===== config.mk =====
export PLATFORM = sky130hd
export DESIGN_NAME = sat_solver_output_parser_flat
export DESIGN_NICKNAME = d
export VERILOG_FILES = /design/src/sop_pkg.sv /design/src/sop_if.sv /design/src/sat_solver_output_parser.sv /design/src/sop_word_match.sv /design/src/sop_step.sv /design/src/flat_wrapper.sv
export SDC_FILE = /design/constraint.sdc
export NUM_CORES = 1
export LEC_CHECK = 0
export ABC_AREA = 0
export BUFFER_PORTS_ARGS = -buffer_cell sky130_fd_sc_hd__buf_4
export CORE_UTILIZATION = 25
export CTS_CLUSTER_SIZE = 24
export DETAILED_ROUTE_END_ITERATION = 10
export SLEW_MARGIN = 10
export SYNTH_ARGS = -nofsm -noshare
export SYNTH_HDL_FRONTEND = slang
export SYNTH_SLANG_ARGS = --single-unit

===== constraint.sdc =====
create_clock -name clk -period 7.4 [get_ports clk]
set_input_delay 1.48 -clock clk [delete_from_list [all_inputs] [get_ports clk]]
set_output_delay 1.48 -clock clk [all_outputs]
set_load 0.01 [all_outputs]

===== src/sop_pkg.sv =====
// ----------------------------------------------------------------------------
// sop_pkg: shared types and constants of the solver output parser
// Character codes, line modes, status and error codes, status word table.
// ----------------------------------------------------------------------------
package sop_pkg;

  localparam int unsigned SOP_MAX_VARIABLES = 65536;
  localparam logic [16:0] SOP_VAR_COUNT_RST = 17'h10000;

  // Characters
  localparam logic [7:0] CH_SPACE = 8'h20;
  localparam logic [7:0] CH_TAB   = 8'h09;
  localparam logic [7:0] CH_LF    = 8'h0A;
  localparam logic [7:0] CH_MINUS = 8'h2D;
  localparam logic [7:0] CH_ZERO  = 8'h30;
  localparam logic [7:0] CH_NINE  = 8'h39;
  localparam logic [7:0] CH_UC_A  = 8'h41;
  localparam logic [7:0] CH_UC_Z  = 8'h5A;
  localparam logic [7:0] CH_UC_S  = 8'h53;
  localparam logic [7:0] CH_LC_C  = 8'h63;
  localparam logic [7:0] CH_LC_O  = 8'h6F;
  localparam logic [7:0] CH_LC_S  = 8'h73;
  localparam logic [7:0] CH_LC_V  = 8'h76;

  typedef enum logic [2:0] {
    MODE_BETWEEN = 3'd0,
    MODE_COMMENT = 3'd1,
    MODE_COST    = 3'd2,
    MODE_STATUS  = 3'd3,
    MODE_VALUES  = 3'd4
  } mode_t;

  localparam logic [1:0] STAT_UNKNOWN = 2'd0;
  localparam logic [1:0] STAT_SAT     = 2'd1;
  localparam logic [1:0] STAT_UNSAT   = 2'd2;
  localparam logic [1:0] STAT_OPTIMUM = 2'd3;

  localparam logic [2:0] ERR_NONE      = 3'd0;
  localparam logic [2:0] ERR_LINE_KIND = 3'd1;
  localparam logic [2:0] ERR_NUMBER    = 3'd2;
  localparam logic [2:0] ERR_STATUS    = 3'd3;
  localparam logic [2:0] ERR_VALUE_CH  = 3'd4;
  localparam logic [2:0] ERR_VAR_RANGE = 3'd5;

  localparam int NUM_WORDS = 4;

  // Status words, left aligned in 16 characters, zero padded
  localparam logic [127:0] WORD_TEXT [NUM_WORDS] = '{
    {"UNKNOWN",       {9{8'h00}}},
    {"UNSATISFIABLE", {3{8'h00}}},
    {"SATISFIABLE",   {5{8'h00}}},
    {"OPTIMUM FOUND", {3{8'h00}}}
  };
  localparam logic [3:0] WORD_LEN [NUM_WORDS] = '{4'd7, 4'd13, 4'd11, 4'd13};
  localparam logic [1:0] WORD_STATUS [NUM_WORDS] = '{
    STAT_UNKNOWN, STAT_UNSAT, STAT_SAT, STAT_OPTIMUM
  };

  // Parser state carried from byte to byte
  typedef struct packed {
    mode_t       mode;
    logic [31:0] acc;
    logic        neg;
    logic        digit_seen;
    logic [3:0]  mask;
    logic [3:0]  pos;
    logic        space_seen;
    logic [1:0]  status;
    logic [31:0] cost;
    logic [2:0]  err;
  } parse_state_t;

  // Word matcher results
  typedef struct packed {
    logic [3:0] mask_nxt;
    logic       hit;
    logic [1:0] hit_status;
  } match_t;

  function automatic logic [7:0] word_char(input logic [1:0] w, input logic [3:0] p);
    logic [127:0] txt;
    txt = WORD_TEXT[w];
    return txt[8*(15 - int'(p)) +: 8];
  endfunction

endpackage


===== src/sop_if.sv =====
// ----------------------------------------------------------------------------
// sop_if: request channels of the solver output parser
// Input byte, result and configuration channels, valid/ready.
// ----------------------------------------------------------------------------
interface sop_in_if;
  logic       valid;
  logic       ready;
  logic [7:0] text_byte;
  modport source (output valid, output text_byte, input ready);
  modport sink   (input valid, input text_byte, output ready);
endinterface

interface sop_out_if;
  logic               valid;
  logic               ready;
  logic [1:0]         status_code;
  logic signed [31:0] cost_value;
  logic               assign_valid;
  logic [16:0]        assign_variable;
  logic               assign_polarity;
  logic [2:0]         error_code;
  modport source (output valid, output status_code, output cost_value,
                  output assign_valid, output assign_variable,
                  output assign_polarity, output error_code, input ready);
  modport sink   (input valid, input status_code, input cost_value,
                  input assign_valid, input assign_variable,
                  input assign_polarity, input error_code, output ready);
endinterface

interface sop_cfg_if;
  logic        valid;
  logic        ready;
  logic [16:0] variable_count;
  modport source (output valid, output variable_count, input ready);
  modport sink   (input valid, input variable_count, output ready);
endinterface


===== src/sat_solver_output_parser.sv =====
// ----------------------------------------------------------------------------
// sat_solver_output_parser: solver output text parser
// Path: byte request to result through the input register and the result
//   register; one result per byte.
// Throughput: one byte per cycle while the result channel is ready.
// Reset: synchronous active-low rst_n; parser state, variable_count (65536)
//   and channel valids cleared, no warm-up pass.
// ----------------------------------------------------------------------------
module sat_solver_output_parser
  import sop_pkg::*;
#(
  parameter int unsigned MAX_VARIABLES = SOP_MAX_VARIABLES
) (
  input  logic      clk,
  input  logic      rst_n,
  sop_in_if.sink    in_chan,
  sop_out_if.source out_chan,
  sop_cfg_if.sink   cfg_chan
);

  // Input register
  logic [7:0]  byte_r;
  logic        in_vld_r;
  // Result register
  logic        out_vld_r;
  logic [1:0]  status_r;
  logic [31:0] cost_r;
  logic        ev_valid_r;
  logic [16:0] ev_var_r;
  logic        ev_pos_r;
  logic [2:0]  err_r;
  // Parser state and config
  parse_state_t st_r, st_nxt;
  logic [16:0]  var_count_r;

  logic        advance;
  logic        ev_valid;
  logic [16:0] ev_var;
  logic        ev_pos;

  // The byte moves into the result register when that register is free or
  // is being emptied; the input register refills in the same cycle.
  assign advance       = in_vld_r && (!out_vld_r || out_chan.ready);
  assign in_chan.ready = !in_vld_r || advance;
  assign cfg_chan.ready = 1'b1;

  sop_step #(
    .MAX_VARIABLES (MAX_VARIABLES)
  ) u_step (
    .ch        (byte_r),
    .st        (st_r),
    .var_count (var_count_r),
    .st_nxt    (st_nxt),
    .ev_valid  (ev_valid),
    .ev_var    (ev_var),
    .ev_pos    (ev_pos)
  );

  always_ff @(posedge clk) begin
    if (!rst_n) begin
      in_vld_r       <= 1'b0;
      out_vld_r      <= 1'b0;
      var_count_r    <= SOP_VAR_COUNT_RST;
      st_r.mode      <= MODE_BETWEEN;
      st_r.acc       <= '0;
      st_r.neg       <= 1'b0;
      st_r.digit_seen <= 1'b0;
      st_r.mask      <= 4'hF;
      st_r.pos       <= '0;
      st_r.space_seen <= 1'b0;
      st_r.status    <= STAT_UNKNOWN;
      st_r.cost      <= 32'hFFFF_FFFF;
      st_r.err       <= ERR_NONE;
    end else begin
      if (cfg_chan.valid) var_count_r <= cfg_chan.variable_count;

      if (in_chan.ready) in_vld_r <= in_chan.valid;

      if (advance) begin
        out_vld_r <= 1'b1;
        st_r      <= st_nxt;
      end else if (out_chan.ready) begin
        out_vld_r <= 1'b0;
      end
    end
  end

  // Payload registers, no reset
  always_ff @(posedge clk) begin
    if (in_chan.valid && in_chan.ready) byte_r <= in_chan.text_byte;
    if (advance) begin
      status_r   <= st_nxt.status;
      cost_r     <= st_nxt.cost;
      ev_valid_r <= ev_valid;
      ev_var_r   <= ev_var;
      ev_pos_r   <= ev_pos;
      err_r      <= st_nxt.err;
    end
  end

  assign out_chan.valid           = out_vld_r;
  assign out_chan.status_code     = status_r;
  assign out_chan.cost_value      = signed'(cost_r);
  assign out_chan.assign_valid    = ev_valid_r;
  assign out_chan.assign_variable = ev_var_r;
  assign out_chan.assign_polarity = ev_pos_r;
  assign out_chan.error_code      = err_r;

endmodule


===== src/sop_word_match.sv =====
// ----------------------------------------------------------------------------
// sop_word_match: status word matcher
// Narrows the candidate mask by one character and flags a complete word.
// ----------------------------------------------------------------------------
module sop_word_match
  import sop_pkg::*;
(
  input  logic [7:0] ch,
  input  logic [3:0] mask,
  input  logic [3:0] pos,
  output match_t     match
);

  always_comb begin
    match = '0;
    for (int i = 0; i < NUM_WORDS; i++) begin
      match.mask_nxt[i] = mask[i] && (pos < WORD_LEN[i]) && (word_char(2'(i), pos) == ch);
    end
    // first complete candidate wins
    for (int i = NUM_WORDS - 1; i >= 0; i--) begin
      if (mask[i] && WORD_LEN[i] == pos) begin
        match.hit        = 1'b1;
        match.hit_status = WORD_STATUS[i];
      end
    end
  end

endmodule


===== src/sop_step.sv =====
// ----------------------------------------------------------------------------
// sop_step: per-byte parser update
// Next state and assignment event for one byte of solver output.
// ----------------------------------------------------------------------------
module sop_step
  import sop_pkg::*;
#(
  parameter int unsigned MAX_VARIABLES = SOP_MAX_VARIABLES
) (
  input  logic [7:0]   ch,
  input  parse_state_t st,
  input  logic [16:0]  var_count,
  output parse_state_t st_nxt,
  output logic         ev_valid,
  output logic [16:0]  ev_var,
  output logic         ev_pos
);

  localparam logic [31:0] VarCap = 32'(MAX_VARIABLES);

  logic        is_digit, is_upper, is_blank, is_ws;
  logic [35:0] acc_sum;
  logic [31:0] acc_add;
  logic [31:0] limit;
  logic        lit_over;
  logic        lit_ok;
  logic        run_between;
  match_t      match;

  assign is_digit = (ch >= CH_ZERO) && (ch <= CH_NINE);
  assign is_upper = (ch >= CH_UC_A) && (ch <= CH_UC_Z);
  assign is_blank = (ch == CH_SPACE) || (ch == CH_TAB);
  assign is_ws    = is_blank || (ch == CH_LF);

  // acc * 10 + digit, saturating at all ones
  assign acc_sum = {1'b0, st.acc, 3'b000} + {3'b000, st.acc, 1'b0} + {32'd0, ch[3:0]};
  assign acc_add = (acc_sum[35:32] != 4'd0) ? 32'hFFFF_FFFF : acc_sum[31:0];

  assign limit    = ({15'd0, var_count} < VarCap) ? {15'd0, var_count} : VarCap;
  assign lit_over = st.neg ? (st.acc[31] && (st.acc[30:0] != 31'd0)) : st.acc[31];

  sop_word_match u_match (
    .ch    (ch),
    .mask  (st.mask),
    .pos   (st.pos),
    .match (match)
  );

  always_comb begin
    st_nxt      = st;
    ev_valid    = 1'b0;
    ev_var      = '0;
    ev_pos      = 1'b0;
    run_between = 1'b0;
    lit_ok      = 1'b1;
    if (st.err == ERR_NONE) begin
      case (st.mode)
        MODE_COMMENT: begin
          if (ch == CH_LF) st_nxt.mode = MODE_BETWEEN;
        end
        MODE_COST: begin
          if (is_digit) begin
            st_nxt.acc        = acc_add;
            st_nxt.digit_seen = 1'b1;
          end else if (!st.digit_seen && is_blank) begin
            st_nxt = st;
          end else if (!st.digit_seen || st.acc[31]) begin
            st_nxt.err = ERR_NUMBER;
          end else begin
            st_nxt.cost = st.acc;
            if (st.status == STAT_UNKNOWN) st_nxt.status = STAT_SAT;
            run_between = 1'b1;
          end
        end
        MODE_STATUS: begin
          if (st.pos == 4'd0 && is_blank) begin
            st_nxt = st;
          end else if (is_upper || (ch == CH_SPACE && !st.space_seen)) begin
            if (!is_upper) st_nxt.space_seen = 1'b1;
            st_nxt.mask = match.mask_nxt;
            st_nxt.pos  = (st.pos == 4'hF) ? st.pos : st.pos + 4'd1;
          end else if (match.hit) begin
            st_nxt.status = match.hit_status;
            if ((match.hit_status == STAT_SAT || match.hit_status == STAT_OPTIMUM)
                && st.cost[31]) begin
              st_nxt.cost = '0;
            end
            run_between = 1'b1;
          end else begin
            st_nxt.err = ERR_STATUS;
          end
        end
        MODE_VALUES: begin
          if (is_digit) begin
            st_nxt.acc        = acc_add;
            st_nxt.digit_seen = 1'b1;
          end else begin
            // close the pending literal, if any
            if (st.neg || st.digit_seen) begin
              if (!st.digit_seen || lit_over) begin
                st_nxt.err = ERR_NUMBER;
                lit_ok     = 1'b0;
              end else begin
                st_nxt.acc        = '0;
                st_nxt.neg        = 1'b0;
                st_nxt.digit_seen = 1'b0;
                if (st.acc != 32'd0) begin
                  if (st.acc > limit) begin
                    st_nxt.err = ERR_VAR_RANGE;
                    lit_ok     = 1'b0;
                  end else begin
                    ev_valid = 1'b1;
                    ev_var   = st.acc[16:0];
                    ev_pos   = !st.neg;
                  end
                end
              end
            end
            if (lit_ok) begin
              if (ch == CH_MINUS) begin
                st_nxt.neg = 1'b1;
              end else if (ch == CH_LF) begin
                st_nxt.mode = MODE_BETWEEN;
              end else if (!is_blank) begin
                st_nxt.err = ERR_VALUE_CH;
              end
            end
          end
        end
        default: run_between = 1'b1;
      endcase
    end

    // line kind selection; also re-handles the byte that ended a token
    if (run_between) begin
      st_nxt.mode = MODE_BETWEEN;
      if (!is_ws) begin
        st_nxt.acc        = '0;
        st_nxt.neg        = 1'b0;
        st_nxt.digit_seen = 1'b0;
        if (ch == CH_LC_C) begin
          st_nxt.mode = MODE_COMMENT;
        end else if (ch == CH_LC_O) begin
          st_nxt.mode = MODE_COST;
        end else if (ch == CH_LC_S || ch == CH_UC_S) begin
          st_nxt.mode       = MODE_STATUS;
          st_nxt.mask       = 4'hF;
          st_nxt.pos        = '0;
          st_nxt.space_seen = 1'b0;
        end else if (ch == CH_LC_V) begin
          st_nxt.mode = MODE_VALUES;
        end else begin
          st_nxt.err = ERR_LINE_KIND;
        end
      end
    end
  end

endmodule


===== src/flat_wrapper.sv =====
// flat-port wrapper written by rule: the top's interface ports become plain ports
module sat_solver_output_parser_flat import sop_pkg::*;
#(
  parameter int unsigned MAX_VARIABLES = SOP_MAX_VARIABLES
)
  (clk, rst_n, in_chan_valid, in_chan_text_byte, in_chan_ready, out_chan_valid, out_chan_status_code, out_chan_cost_value, out_chan_assign_valid, out_chan_assign_variable, out_chan_assign_polarity, out_chan_error_code, out_chan_ready, cfg_chan_valid, cfg_chan_variable_count, cfg_chan_ready);
  sop_in_if in_chan_i ();
  sop_out_if out_chan_i ();
  sop_cfg_if cfg_chan_i ();
  input  logic clk;
  input  logic rst_n;
  input wire logic [$bits(in_chan_i.valid)-1:0] in_chan_valid;
  input wire logic [$bits(in_chan_i.text_byte)-1:0] in_chan_text_byte;
  output wire logic [$bits(in_chan_i.ready)-1:0] in_chan_ready;
  output wire logic [$bits(out_chan_i.valid)-1:0] out_chan_valid;
  output wire logic [$bits(out_chan_i.status_code)-1:0] out_chan_status_code;
  output wire logic [$bits(out_chan_i.cost_value)-1:0] out_chan_cost_value;
  output wire logic [$bits(out_chan_i.assign_valid)-1:0] out_chan_assign_valid;
  output wire logic [$bits(out_chan_i.assign_variable)-1:0] out_chan_assign_variable;
  output wire logic [$bits(out_chan_i.assign_polarity)-1:0] out_chan_assign_polarity;
  output wire logic [$bits(out_chan_i.error_code)-1:0] out_chan_error_code;
  input wire logic [$bits(out_chan_i.ready)-1:0] out_chan_ready;
  input wire logic [$bits(cfg_chan_i.valid)-1:0] cfg_chan_valid;
  input wire logic [$bits(cfg_chan_i.variable_count)-1:0] cfg_chan_variable_count;
  output wire logic [$bits(cfg_chan_i.ready)-1:0] cfg_chan_ready;
  assign in_chan_i.valid = in_chan_valid;
  assign in_chan_i.text_byte = in_chan_text_byte;
  assign in_chan_ready = in_chan_i.ready;
  assign out_chan_valid = out_chan_i.valid;
  assign out_chan_status_code = out_chan_i.status_code;
  assign out_chan_cost_value = out_chan_i.cost_value;
  assign out_chan_assign_valid = out_chan_i.assign_valid;
  assign out_chan_assign_variable = out_chan_i.assign_variable;
  assign out_chan_assign_polarity = out_chan_i.assign_polarity;
  assign out_chan_error_code = out_chan_i.error_code;
  assign out_chan_i.ready = out_chan_ready;
  assign cfg_chan_i.valid = cfg_chan_valid;
  assign cfg_chan_i.variable_count = cfg_chan_variable_count;
  assign cfg_chan_ready = cfg_chan_i.ready;
  sat_solver_output_parser #(.MAX_VARIABLES(MAX_VARIABLES)) u_core (.clk(clk), .rst_n(rst_n), .in_chan(in_chan_i), .out_chan(out_chan_i), .cfg_chan(cfg_chan_i));
endmodule

* Word level (Yosys, flattened, before mapping) *
Index checks and enable logic that the tools add are counted.

word-level totals
  register bits after elaboration = 166
  input bits = 30
  word-level logic and storage cells = 196
  output and inout bits = 59

operators by class
  add/subtract/negate cells = 4
  shift operators = 4
  bitwise gates (word level) = 4
  equality and inequality tests = 27
  muxes and demuxes = 79
  reduce and logical (&&, ||, !) cells = 49
  $lt $le $gt $ge = 9

operator list
  kind                                                                            number
  128-bit by 32-bit indexed part select with 8-bit output (first input constant)  4
  46-bit two-way mux                                                              3
  34-bit two-way mux                                                              4
  32-bit two-way mux                                                              4
  37-bit two-way mux                                                              3
  3-bit two-way mux                                                               29
  43-bit case mux with 2 select lines                                             1
  83-bit two-way mux                                                              1
  34-bit case mux with 2 select lines                                             1
  8-bit by 7-bit equality test with 1-bit output (second input constant)          5
  35-bit by 33-bit adder with 36-bit output                                       1
  36-bit by 4-bit adder with 36-bit output                                        1
  9-bit two-way mux                                                               4
  8-bit equality test                                                             4
  32-bit by 17-bit > comparator with 1-bit output                                 1
  32-bit nonzero test                                                             1
  31-bit nonzero test                                                             1
  1-bit two-way mux                                                               23
  1-bit logical AND                                                               21
  17-bit < comparator (second input constant)                                     1
  17-bit two-way mux                                                              1
  8-bit by 4-bit equality test with 1-bit output (second input constant)          2
  8-bit by 6-bit equality test with 1-bit output (second input constant)          2
  1-bit logical OR                                                                10
  35 further kinds                                                                48

* Longest topological paths before layout *
Gate-level depths: netlist of run 1.

  depth after elaboration = 21
  depth in mapped cells = 14
  gate-level depth less buffers = 12

* Modules after synthesis *
From an unflattened synthesis of run 1, not the netlist that was laid out.

unflattened totals
  cells, all modules = 1,424
  area, all modules = 12,213.0 µm²

by module, submodules not included
  module                    seq. area each (µm²)  cells each  area each (µm²)  instances
  sat_solver_output_parser  3,963.8               497         5,984.5          1
  sop_step                  0.0                   776         5,230.0          1
  sop_word_match            0.0                   151         998.5            1

* Worst setup path after synthesis of run 1 *
No wires, ideal clock.

  path kind = input to register
  start point = input out_chan_ready
  end point = register u_core.st_r[52] (netlist name)
  stages = 7
  data arrival time = 4.360 ns
  required time = 7.268 ns
  path buffers = 1
  setup time = 0.132 ns
  setup slack = 2.908 ns
  cells stage by stage = nor2b_1 > nand2b_1 > inv_1 > clkbuf_1 > o21ai_0 > a211oi_1 > nor3_1

on the way
  longest elaborated chain between the ends = 2

ends and longest elaborated chain
  what                  line                            RTL
  from (decl)           flat_wrapper.sv:22              input wire logic [$bits(out_chan_i.ready)-1:0] out_chan_ready;
  1-bit logical OR      sat_solver_output_parser.sv:43  assign advance = in_vld_r && (!out_vld_r || out_chan.ready);
  1-bit logical AND     sat_solver_output_parser.sv:43
  via u_core.advance    sat_solver_output_parser.sv:36  logic advance;
  to (signal assigned)  sat_solver_output_parser.sv:81  st_r <= st_nxt;
  to (decl)             sat_solver_output_parser.sv:33  parse_state_t st_r, st_nxt;

The timed path passes the listed nets, and every way through them passes these cells.
A chain may end at the register's enable or synchronous reset.

* Final worst setup path of run 1 *
  start point = register u_core.byte_r[3]
  end point = register u_core.st_r[70] (netlist name)

on the way
  longest elaborated chain between the ends = 8
  elaborated cells between the ends (all ways) = 30
  those cells by class = 1 x add/sub; 4 x order compare; 3 x eq/ne; 13 x mux; 9 x reduce/logical

ends and longest elaborated chain
  what                                                                             line                             RTL
  from (decl)                                                                      sat_solver_output_parser.sv:22   logic [7:0] byte_r;
  from (signal assigned)                                                           sat_solver_output_parser.sv:90   if (in_chan.valid && in_chan.ready) byte_r <= in_chan.text_byte;
  36-bit by 4-bit adder with 36-bit output, or another cell as far along           sop_step.sv:36                   assign acc_sum = {1'b0, st.acc, 3'b000} + {3'b000, st.acc, 1'b0} + {32'd0, ch[3:0]};
  4-bit nonzero test, or another cell as far along                                 sop_step.sv:37                   assign acc_add = (acc_sum[35:32] != 4'd0) ? 32'hFFFF_FFFF : acc_sum[31:0];
  32-bit two-way mux, or another cell as far along                                 sop_step.sv:37
  32-bit two-way mux, or another cell as far along                                 sop_step.sv:94                   if (is_digit) begin
  34-bit case mux with 2 select lines, or another cell as far along                sop_step.sv:57                   case (st.mode)
  83-bit two-way mux / 1-bit case mux with 3 select lines (equally long branches)  sop_step.sv:56, sop_step.sv:57
  46-bit two-way mux / 1-bit two-way mux (equally long branches)                   sop_step.sv:137, sop_step.sv:56
  46-bit two-way mux (*)                                                           sop_step.sv:135                  if (run_between) begin

Mark *: on every way between the ends. The rest lies on a longest branch, timed or not. The select of a mux whose other input is x is not followed.

==> impl_metrics.py, run 1 <==
metrics = {
    "pwr": {
        "total_leakage_power_nw": 4.94,
        "p_sw_mw": 0.515,
        "comb_power_share_pct": 5.7,
        "power.internal_mw": 1.55,
        "p_seq_share_pct": 47.4,
        "p_per_area_nw_per_um2": 166,
        "clkPwrFrac_pct": 46.9,
        "swShare_pct": 24.9,
        "vdd_drop_max_mv": 0.157,
    },
    "sta": {
        "fin_skew_ps": 17.9,
        "setup_viol": 0,
        "period_minus_slack_ps": 4750,
        "slew_violations": 0,
        "whs_ps": 468,
        "tns_ps": 0,
        "max_freq_mhz": 210,
        "slew_headroom_pct": 18.5,
        "hold_viol": 0,
        "finalCritPeriodShare_pct": 64.2,
        "rsz0062_at_grt": "no",
        "tightest_slew_ps": 1220,
        "setup_ws_ps": 2650,
    },
    "floorplan": {
        "num_rows": 75,
        "die_area_um2": 43800,
        "fp.dieH_um": 209,
        "ios": 89,
        "coreArea_um2": 42200,
        "initial_core_util_pct": 25.5,
        "die_x_um": 209,
    },
    "clock_network": {
        "cts_hold_buf": 0,
        "cts_made_buffers": 17,
        "clk_path_buf_depth": 2,
        "clk_latency_ps": 450,
        "cts_setup_buffers": 0,
        "cts_resized": 0,
        "cts.sinks": 166,
        "root_buffer": "clkbuf_16",
        "clk_pin_slew_ps": 70,
        "cts.htree.levels": 4,
        "cts_tree": "yes",
    },
    "layout": {
        "syn2layout_area_growth_pct": 15.8,
        "utilization_pct": 29.5,
        "fillers": 4487,
        "antenna_cells": 0,
        "drive_above_1_share_pct": 11.6,
        "final_nets": 1358,
        "fin_area_um2": 12400,
    },
    "drt": {
        "drc_errors": 0,
        "drt_pass1_iterations": 5,
        "drtIter0Drc": 712,
        "post_drt_wl_per_cell_um": 18.3,
        "avgViaCountPerCell": 5.35,
        "final_antenna_net_count": 0,
        "vias": 9572,
        "drt-total-wl_um": 32800,
    },
    "critical_path": {
        "criticalPathCategory": "reg2reg",
        "cp.arrival_ps": 5090,
        "required_ps": 7740,
        "endpoint_kind": "flop",
        "critPathLaunchType": "flop",
        "cp_max_fo": 14,
    },
    "grt": {
        "grt_pass1_wl_um": 51600,
        "grt_max_degree": 45,
        "grt_pass1_vias": 9216,
        "grt_antenna_before_repair": 0,
        "grtUsageTotal_pct": 14.9,
        "overflow": 0,
    },
    "placed_design": {
        "hpwlAfterDp_um": 23300,
        "gp_congestion": 0.911,
        "place_ws_ps": 2660,
        "port_buffers": 87,
        "dpl-instance-area_um2": 11800,
    },
    "flow_run": {
        "drv_cap": 0,
    },
    "synth": {
        "synth_cell_types": 74,
        "synthXorXnorAreaFrac_pct": 4.07,
        "synth_top_family_by_area": "compound AO/OA/AOI/OAI gates",
        "synth_compound_area_share_pct": 24.6,
        "ys_ff_latch": 166,
        "synthMuxAreaShare_pct": 2.06,
        "ys_warn_count": 0,
        "synth-simple-area-share_pct": 17.5,
        "synth_cells": 1195,
        "ys_seq_area_share_pct": 36.9,
        "synth_area_per_cell_um2": 9.00,
        "synth_fa_ha_area_share_pct": 10.7,
        "synth_edf_count": 64,
        "async_flop_share_pct": 0,
        "synth_area_um2": 10800,
        "synth_fp_nets": 1316,
        "synthFlopType": "dfxtp_1",
    },
    "worst_hold_path": {
        "hp-class": "reg2reg",
    },
    "run_status": {
        "outcome": "completed",
    },
}
[power groups by stage]
stage | clock network (mW) | registers (mW) | logic [mW]
floorplan | 0 | 0.996 | 0.0792
global placement | 0 | 1.00 | 0.116
detailed placement | 0 | 1.00 | 0.118
CTS | 0.986 | 0.981 | 0.119
global route | 1.02 | 0.983 | 0.129
finish | 0.970 | 0.981 | 0.118
[routing by layer]
layer	vias to the layer above	track usage, %	wire [um]
met2	278	24.4	15400
met4	0	4.64	731
met5	-	0	0
met3	51	2.50	1510
met1	4640	20.0	15200
li1	4603	-	-
[cells by family (layout without fill, tap and decap cells)]
kind of cell,count (synthesis),count (layout)
compound gates,373,373
xor+xnor,50,50
fa+ha+maj,91,91
buf+inv,103,158
flops,166,166
mux,22,22
other cells,1,1
simple gates,389,389
[layout by cell type (no fill, tap or decap), drive strengths merged, types with 15 or more instances in the layout]
cell,synthesis,layout
and2,25,25
a21oi,84,84
xnor2,32,32
nand3,19,19
inv,25,34
nor3,44,44
mux2i,21,21
nor2,98,98
o21a,15,15
nor4,21,21
nand4,22,22
o21ai,64,64
clkbuf,50,19
ha,89,89
a22o,31,31
a21o,17,17
a221o,33,33
edfxtp,64,64
a211oi,30,30
dfxtp,102,102
buf,25,98
xor2,18,18
nand2,111,111
[cells in the mapped netlist, types with 4 or more instances]
cell type	number	area share [%]
buf_6	7	0.73
o31ai_1	5	0.35
mux2i_1	21	2.0
o211ai_1	12	0.84
nor4_1	21	1.2
o31a_1	5	0.41
xor2_1	18	1.5
or3_1	8	0.47
nor2_1	97	3.4
a22o_1	31	2.5
a221o_1	33	3.1
a21o_1	17	1.2
a211oi_1	28	2.0
clkbuf_1	50	1.7
nand4_1	22	1.3
o21a_1	15	1.0
xnor2_1	32	2.6
nand3b_1	4	0.28
nand2_1	111	3.9
nor2b_1	12	0.70
dfxtp_1	102	19
o21bai_1	7	0.49
edfxtp_1	64	18
nand3_1	19	0.88
a21oi_1	84	3.9
o21ai_0	62	2.9
buf_2	6	0.28
buf_1	10	0.35
and3_1	4	0.23
ha_1	89	10
and2_1	25	1.5
o32ai_1	4	0.33
a41oi_1	5	0.41
nor3_1	43	2.0
a32oi_1	6	0.49
inv_1	25	0.87
o221ai_1	6	0.49
a31oi_1	11	0.64
nand2b_1	6	0.35
a21boi_0	4	0.28
o22a_1	8	0.65
[sequential cells by signal (all words and copies together) (netlist names)]
signal / cells
u_core.st_r: 83
u_core.out_chan.cost_value: 32
u_core.out_chan.assign_variable: 17
u_core.var_count_r: 17
u_core.byte_r: 8
u_core.out_chan.error_code: 3
u_core.out_chan.status_code: 2
u_core.in_vld_r: 1
u_core.out_chan.assign_polarity: 1
u_core.out_chan.assign_valid: 1
u_core.out_chan.valid: 1
[worst paths after layout]
check	startpoint	endpoint	slack [ps]	depth (start not counted)
worst max-delay path	u_core.byte_r[3]	u_core.st_r[70]	2650	11
worst min-delay path	u_core.st_r[44]	u_core.st_r[44]	470	2
worst max register to register	u_core.byte_r[3]	u_core.st_r[70]	2650	11
worst min register to register	u_core.st_r[44]	u_core.st_r[44]	470	2
[critical path: stages, from the launching register on]
cell and delay (ps):
edfxtp_1 760, fa_1 580, fa_1 490, a211oi_1 320, o211ai_1 170, a31oi_1 440
o31ai_1 180, nor3_1 290, o21a_1 280, o211ai_1 510, o31a_1 460, o22a_1 190
[through the flow]
step | power [mW] | instances
after floorplan | 1.07 | 1195
after global placement | 1.12 | 1757
after detailed placement | 1.12 | 1757
after CTS | 2.09 | 1789
after global routing | 2.14 | 1789
final | 2.07 | 1789
[layout make-up]
cell class / instances / area (um^2) / area share [%]
clock buffer: 19 / 433 / 3.48
tap: 539 / 674 / 5.42
timing repair buffer: 98 / 736 / 5.91
multi-input combinational: 926 / 6350 / 51.0
clock inverter: 13 / 183 / 1.47
inverter: 28 / 105 / 0.844
sequential: 166 / 3960 / 31.8
Power figures use the tool's default switching activity.
==> run 2, diff against run 1 <==
clock period = 4.5 ns   (was 7.4 ns; I/O delays follow)
==> impl_metrics.py, run 2 (synthesis results as in run 1) <==
metrics = {
    "pwr": {
        "power_mw": 3.32,
        "total_leakage_power_nw": 5.07,
        "vdd_drop_max_mv": 0.257,
        "p_per_area_nw_per_um2": 263,
    },
    "placed_design": {
        "dpl-instance-area_um2": 12100,
        "port_buffers": 87,
        "gp_congestion": 0.891,
        "place_ws_ps": 618,
        "place_inst": 1787,
        "hpwlAfterDp_um": 24300,
    },
    "critical_path": {
        "cp_slowest_cell": "edfxtp_1",
        "cp.arrival_ps": 4270,
        "required_ps": 4840,
        "cp_max_fo": 8,
        "slowest_delay_ps": 480,
        "path_cells": "ha_1 > ha_1 > fa_1 > a211oi_1 > o211ai_1 > a31oi_1 > o31ai_1 > nor3_1 > o21a_1 > o211ai_1 > buf_4 > o21a_1 > o22a_1",
        "crit_family": "compound AO/OA/AOI/OAI gates",
        "critPathBufInv": 1,
        "endpoint_kind": "flop",
        "criticalPathCategory": "reg2reg",
        "critPathLaunchType": "flop",
    },
    "layout": {
        "largest_reg_flops": 83,
        "layout_common_cells": "buf_4 (127), nand2_1 (111), dfxtp_1 (102)",
        "largest-register": "u_core.st_r",
        "final_nets": 1388,
        "antenna_cells": 0,
        "fillers": 4431,
        "stdcell_count": 1819,
        "final_common_cell": "buf_4",
        "fin_area_um2": 12600,
        "utilization_pct": 29.9,
        "syn2layout_area_growth_pct": 17.6,
        "drive_above_1_share_pct": 13.7,
    },
    "drt": {
        "drtIter0Drc": 720,
        "post_drt_wl_per_cell_um": 18.2,
        "vias": 9563,
        "drt_pass1_iterations": 5,
        "wl_met2_um": 15500,
        "drc_errors": 0,
        "final_antenna_net_count": 0,
        "avgViaCountPerCell": 5.26,
        "met3_length_um": 1830,
        "met1_length_um": 15200,
        "drt-total-wl_um": 33200,
        "dr.max_layer_used": "met4",
    },
    "grt": {
        "grt_pass1_vias": 9269,
        "grt_max_degree": 42,
        "grt_antenna_before_repair": 0,
        "grtUsageTotal_pct": 15.1,
        "grt_pass1_wl_um": 52100,
        "overflow": 0,
    },
    "clock_network": {
        "clk_pin_slew_ps": 80,
        "clk_path_buf_depth": 2,
        "cts.sinks": 166,
        "cts_setup_buffers": 0,
        "cts.htree.levels": 4,
        "clk_latency_ps": 450,
        "cts_tree": "yes",
        "cts_hold_buf": 0,
        "root_buffer": "clkbuf_16",
        "cts_resized": 0,
        "cts_made_buffers": 17,
    },
    "sta": {
        "finalCritPeriodShare_pct": 87.4,
        "slew_headroom_pct": 44.5,
        "setup_viol": 0,
        "hold_viol": 0,
        "fin_skew_ps": 17.1,
        "max_freq_mhz": 254,
        "tightest_slew_ps": 821,
        "period_minus_slack_ps": 3930,
        "rsz0062_at_grt": "no",
        "setup_ws_ps": 567,
        "whs_ps": 477,
        "tns_ps": 0,
        "slew_violations": 0,
    },
    "floorplan": {
        "num_rows": 75,
        "initial_core_util_pct": 25.5,
        "die_x_um": 209,
        "fp.dieH_um": 209,
        "die_area_um2": 43800,
        "coreArea_um2": 42200,
        "ios": 89,
    },
    "worst_hold_path": {
        "hp-class": "reg2reg",
    },
    "flow_run": {
        "drv_cap": 0,
    },
    "run_status": {
        "outcome": "completed",
    },
}
run 2: changes by cell type in the layout (fill, tap and decap cells not counted), sizes merged:
cell	previous run	this run
clkinvlp	2	3
clkinv	2	6
buf	98	128
inv	34	30
bufinv	3	2
run 2: final cells by class:
cell class / instances / area [um^2] / area share, %
multi-input combinational: 926 / 6350 / 50.2
sequential: 166 / 3960 / 31.3
timing repair buffer: 128 / 973 / 7.70
tap: 539 / 674 / 5.33
clock buffer: 19 / 433 / 3.42
clock inverter: 13 / 148 / 1.17
inverter: 28 / 105 / 0.831
run 2: path summary, 6_finish.rpt:
path | start | slack, ps | depth (start not counted) | endpoint
worst min-delay path | u_core.st_r[34] | 480 | 2 | u_core.st_r[34]
worst min register to register | u_core.st_r[34] | 480 | 2 | u_core.st_r[34]
worst max register to register | u_core.byte_r[2] | 570 | 13 | u_core.st_r[59]
worst max-delay path | u_core.byte_r[2] | 570 | 13 | u_core.st_r[59]
run 2: worst register-to-register path, stage by stage, from the launching register on:
cell	delay, ps
edfxtp_1	480
ha_1	320
ha_1	240
fa_1	440
a211oi_1	280
o211ai_1	150
a31oi_1	240
o31ai_1	130
nor3_1	260
o21a_1	290
o211ai_1	340
buf_4	290
o21a_1	180
o22a_1	190
run 2: metal layers:
layer  vias to the layer above  global-route usage [%]
li1                       4665                       -
met1                      4609                    20.1
met2                       251                    24.5
met3                        38                    2.83
met4                         0                    4.87
met5                         -                       0
run 2: report_power, final:
group	switching, mW	internal, mW
Sequential	0.0161	1.59
Clock	0.674	0.826
Combinational	0.138	0.0849
Total	0.828	2.50
==> run 3, diff against run 2 <==
ABC_AREA = 1   (was 0)
CORE_ASPECT_RATIO = 0.6   (was unset)
==> impl_metrics.py, run 3 <==
metrics = {
    "critical_path": {
        "worst_path_most_repeated_cell": "nand2_1",
        "path_cells": "ha_1 > ha_1 > fa_1 > nand2_1 > nand3_1 > nand3_1 > nand2_1 > nand2_1 > nand2_1 > nand2_1 > nand2_2 > o21a_2 > buf_12 > nand3b_1 > nand2_1 > nand2_1 > nand2_1 > a21oi_1",
        "slowest_delay_ps": 710,
        "cp_max_fo": 17,
        "r2r_start": "u_core.byte_r[2]",
        "cp_slowest_cell": "edfxtp_1",
        "criticalPathCategory": "reg2reg",
        "endpoint_kind": "flop",
        "required_ps": 4880,
        "r2r-end": "u_core.st_r[50]",
        "critPathLaunchType": "flop",
        "reg2reg_slack_ps": 610,
        "cp.arrival_ps": 4270,
        "rr_worst_depth": 18,
    },
    "layout": {
        "final_nets": 2018,
        "fillers": 5407,
        "antenna_cells": 0,
        "drive_above_1_share_pct": 12.9,
        "utilization_pct": 28.9,
        "largest_reg_flops": 83,
        "syn2layout_area_growth_pct": 13.9,
        "layout_common_cells": "nand2_1 (585), nor2_1 (230), inv_1 (171)",
        "largest-register": "u_core.st_r",
        "final_common_cell": "nand2_1",
        "multi_input_area_um2": 7500,
        "seq_area_um2": 3960,
    },
    "drt": {
        "avgViaCountPerCell": 4.81,
        "drc_errors": 0,
        "drt-total-wl_um": 40500,
        "final_antenna_net_count": 0,
        "vias": 12300,
        "post_drt_wl_per_cell_um": 15.8,
        "drt_pass1_iterations": 7,
        "drtIter0Drc": 1151,
    },
    "synth": {
        "synth_area_um2": 12600,
        "synth.most_common_cell": "nand2_1",
        "ys_seq_area_share_pct": 31.5,
        "async_flop_share_pct": 0,
        "synthTopCellsByArea": "nand2_1 (17%), dfxtp_1 (16%), edfxtp_1 (15%)",
        "synth_edf_count": 64,
        "synthFlopType": "dfxtp_1",
        "ys_warn_count": 0,
        "yosysTopAreaCellShare_pct": 17.5,
        "ys_ff_latch": 166,
        "synth_fp_nets": 1975,
        "synth_cell_types": 60,
        "synth.top_cells.by_count": "nand2_1 (586), nor2_1 (232), inv_1 (173)",
        "synth_area_per_cell_um2": 6.80,
        "yosys.area.top_type": "nand2_1",
        "synth_cells": 1854,
    },
    "floorplan": {
        "die_x_um": 292,
        "num_rows": 63,
        "ios": 89,
        "coreArea_um2": 49600,
        "initial_core_util_pct": 25.4,
        "fp.dieH_um": 176,
        "die_area_um2": 51300,
    },
    "pwr": {
        "vdd_drop_max_mv": 0.290,
        "p_per_area_nw_per_um2": 270,
        "total_leakage_power_nw": 6.38,
        "power_mw": 3.87,
    },
    "sta": {
        "finalCritPeriodShare_pct": 86.4,
        "tightest_slew_ps": 1170,
        "max_freq_mhz": 257,
        "slew_headroom_pct": 21.8,
        "period_minus_slack_ps": 3890,
        "tns_ps": 0,
        "slew_violations": 0,
        "rsz0062_at_grt": "no",
        "hold_viol": 0,
        "whs_ps": 451,
        "setup_ws_ps": 613,
        "setup_viol": 0,
        "fin_skew_ps": 14.1,
    },
    "flow_run": {
        "drv_cap": 0,
    },
    "clock_network": {
        "cts_tree": "yes",
        "clk_pin_slew_ps": 80,
        "cts_hold_buf": 0,
        "cts_setup_buffers": 0,
        "clk_path_buf_depth": 2,
        "cts_resized": 0,
        "root_buffer": "clkbuf_16",
        "cts.htree.levels": 4,
        "clk_latency_ps": 450,
        "cts_made_buffers": 17,
        "cts.sinks": 166,
    },
    "run_status": {
        "outcome": "completed",
    },
    "placed_design": {
        "port_buffers": 87,
        "gp_congestion": 0.955,
        "place_ws_ps": 697,
        "hpwlAfterDp_um": 30800,
    },
    "worst_hold_path": {
        "holdCritStartpoint": "u_core.st_r[44]",
        "hp-class": "reg2reg",
        "min_to": "u_core.st_r[44]",
        "hold_depth": 2,
    },
    "grt": {
        "overflow": 0,
        "grt_antenna_before_repair": 0,
        "grt_pass1_vias": 11300,
        "grtUsageTotal_pct": 15.6,
        "grt_max_degree": 79,
        "grt_pass1_wl_um": 63400,
    },
}
[run 3: worst max path at each step]
| stage | depth (start not counted) | startpoint | slack, ps | end |
|---|---|---|---|---|
| 2_1_floorplan | 19 | u_core.st_r[50] | 1630 | u_core.st_r[63] |
| 3_3_place_gp | 18 | u_core.byte_r[2] | 730 | u_core.st_r[51] |
| 3_5_place_dp | 20 | u_core.byte_r[2] | 700 | u_core.st_r[73] |
| 4_1_cts | 18 | u_core.byte_r[2] | 670 | u_core.st_r[50] |
| 5_1_grt | 18 | u_core.byte_r[2] | 360 | u_core.st_r[54] |
| 6_report | 18 | u_core.byte_r[2] | 610 | u_core.st_r[50] |
[run 3: final cells by class]
type	count	area share, %
clock buffers	17	2.96
clock inverters	15	1.12
inverters	189	4.95
multi-input cells	1425	52.3
repair buffers	98	5.39
well taps	650	5.67
flip-flops and latches	166	27.6
[run 3: kinds of logic after synthesis]
group                    Yosys count  synth area share [%]
AO/OA/AOI/OAI                    310                  14.4
XOR/XNOR                          33                  2.29
adder cells (fa/ha/maj)           91                  9.16
buffers and inverters            263                  9.07
flip-flops                       166                  31.5
other                              1                0.0298
AND/OR/NAND/NOR                  990                  33.6
[run 3: where the power goes]
group | switching [mW] | internal, mW
Sequential | 0.0563 | 1.65
Combinational | 0.449 | 0.231
Clock | 0.739 | 0.743
Total | 1.24 | 2.63
[run 3: metrics by stage]
step / cells / instance area [um^2]
6_report: 2560 / 14300
4_1_cts: 2560 / 14300
5_1_grt: 2560 / 14300
3_3_place_gp: 2528 / 13800
3_5_place_dp: 2528 / 13800
2_1_floorplan: 1854 / 12600
[run 3: layer usage]
metal | vias up | global-route usage (%) | wire (um)
met5 | - | 0 | 0
met3 | 28 | 4.00 | 2940
met2 | 397 | 22.4 | 16400
li1 | 6106 | - | -
met1 | 5788 | 23.5 | 20700
met4 | 0 | 2.41 | 446
[run 3: worst max-delay path, delay by kind of cell (launching register included)]
kind / cells / cell delay (ps)
compound gates: 2 / 510
fa+ha+maj: 3 / 1120
simple gates: 12 / 1210
flops: 1 / 710
buf+inv: 1 / 240
